## config.mk

```make
export PLATFORM = sky130hd
export DESIGN_NAME = rsqc_trig
export DESIGN_NICKNAME = d
export VERILOG_FILES = /design/src/hdl/assert_macros.svh /design/src/hdl/rsqc_pkg.sv /design/src/hdl/rsqc_trig.sv
export SDC_FILE = /design/constraint.sdc
export NUM_CORES = 2
export LEC_CHECK = 0
export ABC_AREA = 1
export BUFFER_PORTS_ARGS = -buffer_cell sky130_fd_sc_hd__buf_2
export CAP_MARGIN = 20
export CORE_ASPECT_RATIO = 1.25
export CORE_MARGIN = 2
export CORE_UTILIZATION = 45
export DETAILED_ROUTE_END_ITERATION = 10
export SLEW_MARGIN = 20
export SYNTH_ARGS = -nofsm -noshare
export SYNTH_HDL_FRONTEND = slang
export SYNTH_SLANG_ARGS = --single-unit
```

## constraint.sdc

```tcl
create_clock -name clk -period 12.82 [get_ports clk]
set_input_delay 2.564 -clock clk [delete_from_list [all_inputs] [get_ports clk]]
set_output_delay 2.564 -clock clk [all_outputs]
set_load 0.01 [all_outputs]
```

## src/hdl/assert_macros.svh

```systemverilog
// Assertion helpers used by the RTL top level.
// Each macro expects clk and rst_n in the scope of use.
`ifndef ASSERT_MACROS_SVH
`define ASSERT_MACROS_SVH

// Property checked at every rising clock edge outside reset.
`define ASSERT_CLK(label, prop, msg) \
  label: assert property (@(posedge clk) disable iff (!rst_n) (prop)) \
    else $error(msg);

// Condition now implies a result in the next cycle.
`define ASSERT_NEXT(label, cond, nxt, msg) \
  label: assert property (@(posedge clk) disable iff (!rst_n) (cond) |=> (nxt)) \
    else $error(msg);

`endif

```

## src/hdl/rsqc_pkg.sv

```systemverilog
// Shared types, constants and helpers for the rotated sprite quad corner core.
// No dependencies.
`default_nettype none
package rsqc_pkg;

  localparam int RSQC_ANGLE_BITS = 16;
  localparam int RSQC_SINE_DEPTH = 1024;

  // sine unit registers, and full pipeline depth including output
  localparam int TRIG_STAGES = 7;
  localparam int PIPE_STAGES = 11;

  // quarter-wave polynomial coefficients, unsigned Q1.14
  localparam logic [14:0] SIN_A   = 15'd25736;
  localparam logic [14:0] SIN_B   = 15'd10544;
  localparam logic [10:0] SIN_C   = 11'd1192;
  localparam logic [14:0] QUARTER = 15'd16384;

  typedef enum logic [2:0] {
    REG_TILE  = 3'd0,
    REG_WIN_W = 3'd1,
    REG_WIN_H = 3'd2,
    REG_CAM_X = 3'd3,
    REG_CAM_Y = 3'd4,
    REG_CAM_Z = 3'd5
  } reg_idx_t;

  localparam logic [15:0]        TILE_RST  = 16'd1024;
  localparam logic [13:0]        WIN_W_RST = 14'd1280;
  localparam logic [13:0]        WIN_H_RST = 14'd720;
  localparam logic signed [31:0] CAM_RST   = 32'sd655360;

  typedef struct packed {
    logic               screen;
    logic signed [31:0] px;
    logic signed [31:0] py;
    logic signed [31:0] pz;
    logic [15:0]        sx;
    logic [15:0]        sy;
    logic [15:0]        tex;
    logic [31:0]        color;
    logic               last;
  } sprite_t;

  function automatic logic [31:0] sat32(input logic signed [63:0] v);
    logic [31:0] r;
    if (v > 64'sd2147483647) begin
      r = 32'h7FFF_FFFF;
    end else if (v < -64'sd2147483648) begin
      r = 32'h8000_0000;
    end else begin
      r = v[31:0];
    end
    return r;
  endfunction

endpackage
`default_nettype wire

```

## src/hdl/rsqc_trig.sv

```systemverilog
// Pipelined sine/cosine unit: angle to table phase, then quarter-wave polynomial.
// Depends on rsqc_pkg. Seven register stages, each loaded by its own enable.
`default_nettype none
module rsqc_trig #(
  parameter int ANGLE_BITS       = rsqc_pkg::RSQC_ANGLE_BITS,
  parameter int SINE_TABLE_DEPTH = rsqc_pkg::RSQC_SINE_DEPTH
) (
  input  wire logic                             clk,
  input  wire logic [rsqc_pkg::TRIG_STAGES-1:0] stage_en,
  input  wire logic [15:0]                      angle,
  output logic signed [15:0]                    sin_o,
  output logic signed [15:0]                    cos_o
);
  import rsqc_pkg::*;

  localparam int IDXW = $clog2(SINE_TABLE_DEPTH);
  localparam int K    = 2 * IDXW;
  localparam int RHW  = IDXW + 2;
  localparam int SW   = IDXW + RHW + 17;
  localparam int AW   = ANGLE_BITS + IDXW + 1;
  // reciprocal of the depth, exact for every index below the depth
  localparam logic [63:0] RECIP =
    ((64'd1 << (16 + K)) + 64'(SINE_TABLE_DEPTH) - 64'd1) / 64'(SINE_TABLE_DEPTH);
  localparam logic [15:0]    RECIP_LO = RECIP[15:0];
  localparam logic [RHW-1:0] RECIP_HI = RECIP[RHW+15:16];
  localparam logic [IDXW:0]  DEPTH_W  = (IDXW + 1)'(SINE_TABLE_DEPTH);

  logic [IDXW-1:0]      idx_r, idx_nxt;
  logic [IDXW+15:0]     plo_r;
  logic [IDXW+RHW-1:0]  phi_r;
  logic [15:0]          ph_r;
  logic [15:0]          ph_cos;
  logic [AW-1:0]        ang_scaled;
  logic [SW-1:0]        ph_sum;

  // lane 0 sine, lane 1 cosine
  logic [14:0] x4_r [2];
  logic [14:0] x2_4_r [2];
  logic        neg4_r [2];
  logic [14:0] x5_r [2];
  logic [14:0] x2_5_r [2];
  logic [14:0] t5_r [2];
  logic        neg5_r [2];
  logic [14:0] x6_r [2];
  logic [14:0] u6_r [2];
  logic        neg6_r [2];
  logic signed [15:0] s7_r [2];

  logic [14:0] x_nxt [2];
  logic [14:0] x2_nxt [2];
  logic [14:0] t_nxt [2];
  logic [14:0] u_nxt [2];
  logic signed [15:0] s_nxt [2];

  assign ang_scaled = AW'(angle[15:16-ANGLE_BITS]) * AW'(DEPTH_W);
  assign idx_nxt    = ang_scaled[ANGLE_BITS+IDXW-1:ANGLE_BITS];
  assign ph_sum     = (SW'(phi_r) << 16) + SW'(plo_r);
  assign ph_cos     = ph_r + 16'(QUARTER);

  always_comb begin
    logic [15:0] p;
    logic [29:0] sq;
    logic [25:0] mc;
    logic [29:0] mt;
    logic [29:0] mu;
    logic [14:0] s;
    for (int l = 0; l < 2; l++) begin
      p = (l == 0) ? ph_r : ph_cos;
      x_nxt[l]  = p[14] ? (QUARTER - {1'b0, p[13:0]}) : {1'b0, p[13:0]};
      sq        = 30'(x_nxt[l]) * 30'(x_nxt[l]);
      x2_nxt[l] = sq[28:14];
      mc        = 26'(x2_4_r[l]) * 26'(SIN_C);
      t_nxt[l]  = SIN_B - {3'b0, mc[25:14]};
      mt        = 30'(x2_5_r[l]) * 30'(t5_r[l]);
      u_nxt[l]  = SIN_A - mt[28:14];
      mu        = 30'(x6_r[l]) * 30'(u6_r[l]);
      s         = (mu[29:14] > 16'(QUARTER)) ? QUARTER : mu[28:14];
      s_nxt[l]  = neg6_r[l] ? -signed'({1'b0, s}) : signed'({1'b0, s});
    end
  end

  always_ff @(posedge clk) begin
    if (stage_en[0]) begin
      idx_r <= idx_nxt;
    end
    if (stage_en[1]) begin
      plo_r <= (IDXW + 16)'(idx_r) * (IDXW + 16)'(RECIP_LO);
      phi_r <= (IDXW + RHW)'(idx_r) * (IDXW + RHW)'(RECIP_HI);
    end
    if (stage_en[2]) begin
      ph_r <= ph_sum[K+15:K];
    end
    for (int l = 0; l < 2; l++) begin
      if (stage_en[3]) begin
        x4_r[l]   <= x_nxt[l];
        x2_4_r[l] <= x2_nxt[l];
        neg4_r[l] <= (l == 0) ? ph_r[15] : ph_cos[15];
      end
      if (stage_en[4]) begin
        x5_r[l]   <= x4_r[l];
        x2_5_r[l] <= x2_4_r[l];
        t5_r[l]   <= t_nxt[l];
        neg5_r[l] <= neg4_r[l];
      end
      if (stage_en[5]) begin
        x6_r[l]   <= x5_r[l];
        u6_r[l]   <= u_nxt[l];
        neg6_r[l] <= neg5_r[l];
      end
      if (stage_en[6]) begin
        s7_r[l] <= s_nxt[l];
      end
    end
  end

  assign sin_o = s7_r[0];
  assign cos_o = s7_r[1];

endmodule
`default_nettype wire

```

==> run summary <==
=================================================================================
Die Footprint                                                          95800 um^2
Horizontal extent of the die                                               277 um
Most common cell in the synthesized netlist                                 inv_1
Outcome                                                              finished, final reports clean
Y dimension of the die                                                     346 um
Vias in the first global route                                              32261
Fmax                                                                    0.136 GHz
Slowest cell on crit path                                                edfxtp_1
Mean instance size in the synthesized netlist                           8.28 um^2
Min-Delay Path Class                                                      reg2reg
Compound-Gate Fraction of Synth Area                                       0.0440
Number of input and output port buffers inserted                               49
Leading cell types by count after synthesis                          inv_1, nand2_1, ha_1
Initial core utilization                                                    0.453
Count of nets left with antenna violations after detail routing                 0
Final setup vio count                                                           0
N_diodes                                                                        0
Worst Path Max Fanout                                                          15
Number of stages on the worst hold path                                         0
Most used flip-flop cell after synthesis                                 edfxtp_1
Share of synthesized area spent on multiplexers                                 0
Avg Vias per Cell                                                            4.87
Maximum root-to-sink buffer count                                               3
Clock root buffer                                                       clkbuf_16
Library cell appearing most often on the critical path                      inv_1
Post-synthesis instance area                                           42000 um^2
Routed len/inst                                                           13.8 um
Clock tree from TritonCTS                                                     yes
Clock Sinks                                                                   235
Length in cells of the worst reg-to-reg path                                   41
Maxcap violations                                                               0
Total CTS buffers                                                              28
Hold worst-path end                                                  neg6_r[0][0]
Number of inserted filler cells in the final layout                          9110
Post-Synthesis Cells                                                         5072
Post-CTS repair timing setup buffer count                                       0
Drt total wl                                                              86.4 mm
Synthesis-to-layout area growth                                             5.40%
First-pass GRT wire length                                                 149 mm
FP Rows                                                                       125
Fraction of the cycle the final worst path needs                            0.574
Pin count of the biggest net entering global routing                           69
Fraction of the mapped netlist area in simple logic gates                   0.163
Fraction of layout instances using a drive strength above 1                0.0302
Cell taking the most area after synthesis                                    fa_1
Nature of the critical path endpoint                                     register
Number of levels in the clock H-tree                                            1
Leftover overflow at the end of global routing                                  0
Crit path time final                                                      7360 ps
Post-CTS sizing                                                                 0
Adder-cell share of the synthesized area                                    0.462
Category of the most critical setup path                                  reg2reg
CTS Hold Buffers Added                                                          0
Hold violation total from the final report                                      0
Top-level I/O count                                                            56
Beginning of the worst hold path                                     neg5_r[0][0]
Global router's overall resource usage                                      0.186
Combinational family with the most area after synthesis               adder cells
Count of different cell masters after synthesis                                57
Number of storage elements in the synthesis netlist                           235
Biggest cell delay along the critical path                                 650 ps
Type of origin of the critical path                                      register
Final number of max-transition violations                                       0
TNS Setup                                                                    0 ps
Transition time at the pin with the least slew margin                      959 ps
Number of antenna violations at the first check in global routing               0
Relative max-transition margin                                              0.354
Count of TritonRoute iterations in the first routing pass                       5
Share of synthesized area occupied by flip-flops and latches                0.168
Critical path required time                                              13190 ps
Fraction of registers with async set/reset                                      0
Reg-to-reg setup timing slack                                             5460 ps
Top-area cell type share of the netlist area                                0.282
Setup Skew                                                                19.6 ps
Final GP Congestion                                                         0.894
DPL Wire Length                                                           73.4 mm
Reg2reg start                                                         x6_r[0][13]
Post-synth EDFFs                                                              235
Core region area                                                       92700 um^2
Setup repair after global routing missed its margin                            no
DR DRC count                                                                    0
Endpoint of the worst register-to-register path                       s7_r[0][14]
Net total in the final layout                                                6264
Count of yosys warnings during synthesis                                        0
Arrival time at the worst endpoint                                        7730 ps
Clock latency of the later-clocked register in the worst-skew pair         610 ps
XOR/XNOR share of the synthesized area                                     0.0300
Via count of the routed design                                              30550
Reg clk slew, reported paths                                                70 ps
Initial DRC Count                                                            1193
Main area contributors after synthesis                               fa_1, ha_1, edfxtp_1, inv_1, nand2_1
=================================================================================
## critical path, delay by kind of cell (launching register included)
family | cells | cell delay, ps
AOI/OAI and AO/OA | 1 | 90
buffers and inverters | 12 | 670
and+or+nand+nor | 20 | 2230
DFF | 1 | 650
adders and majority gates | 8 | 3470
## how the worst max path moves through the flow
stage | startpoint | to | slack, ps | depth (start not counted)
2_1_floorplan | x6_r[0][28] | s7_r[0][26] | 6260 | 39
3_3_place_gp | x6_r[0][13] | s7_r[0][14] | 5470 | 41
3_5_place_dp | x6_r[0][13] | s7_r[0][14] | 5450 | 41
4_1_cts | x6_r[0][13] | s7_r[0][14] | 5430 | 41
5_1_grt | ph_r[6] | x2_4_r[0][28] | 4890 | 30
6_report | x6_r[0][13] | s7_r[0][14] | 5460 | 41
## metrics by stage
stage	hold WS, ps	cell area [um^2]	setup slack, ps	instances	utilization
2_1_floorplan	400	42000	6260	5080	-
3_3_place_gp	402	43300	5470	6220	0.467
3_5_place_dp	405	43300	5450	6220	0.467
4_1_cts	416	44300	5430	6272	0.477
5_1_grt	423	44300	4890	6272	0.477
6_report	414	44300	5460	6272	0.477
## cell type report
cell class / count / area (um^2) / area share
Clock buffer: 30 / 708 / 0.0160
Clock inverter: 22 / 223 / 0.00503
Inverter: 1363 / 5120 / 0.116
Multi-Input combinational cell: 3362 / 29400 / 0.664
Sequential cell: 235 / 7060 / 0.159
Tap cell: 1206 / 1510 / 0.0341
Timing Repair Buffer: 54 / 288 / 0.00650
## placed cells by master (no fill, tap or decap), types with 10 or more instances in the layout
| master | Yosys | layout |
|---|---|---|
| inv_1 | 1352 | 1352 |
| nand2_1 | 1229 | 1229 |
| ha_1 | 605 | 605 |
| fa_1 | 591 | 591 |
| edfxtp_1 | 235 | 235 |
| nor2_1 | 222 | 222 |
| a21oi_1 | 148 | 148 |
| nand3_1 | 115 | 115 |
| xor2_1 | 85 | 85 |
| o21ai_0 | 84 | 84 |
| xnor2_1 | 55 | 55 |
| buf_2 | 5 | 47 |
| nand4_1 | 28 | 28 |
| clkbuf_16 | 0 | 28 |
| nor3_1 | 26 | 26 |
| nand3b_1 | 22 | 22 |
| nand2_2 | 18 | 18 |
| a21o_1 | 17 | 17 |
| o21ai_1 | 17 | 17 |
| o21bai_1 | 12 | 12 |
| o21a_1 | 10 | 10 |
| conb_1 | 2 | 10 |
| inv_6 | 0 | 10 |
## sequential cells by signal, indices dropped and copies added (netlist names)
signal and cells:
idx_r 10, neg4_r 2, neg5_r 2, neg6_r 2
ph_r 10, phi_r 10, s7_r 32, t5_r 28
u6_r 30, x2_4_r 29, x2_5_r 29, x4_r 17
x5_r 17, x6_r 17
## cell families after synthesis
| group | after synthesis |
|---|---|
| adders and majority gates | 1196 |
| AOI/OAI and AO/OA | 326 |
| buffers and inverters | 1483 |
| and+or+nand+nor | 1688 |
| DFF | 235 |
| other | 2 |
| xor gates and xnor gates | 142 |
## metal layers
layer | routed length (um) | global-route usage | share of wire
met3 | 2450 | 0.0168 | 0.028
met4 | 2200 | 0.0500 | 0.025
met5 | 0 | 0 | 0
met2 | 45700 | 0.360 | 0.53
met1 | 36000 | 0.215 | 0.42
Power is left out: the tool's default activity adds up to more than one toggle a clock period on the data nets, which glitch-free logic cannot reach.
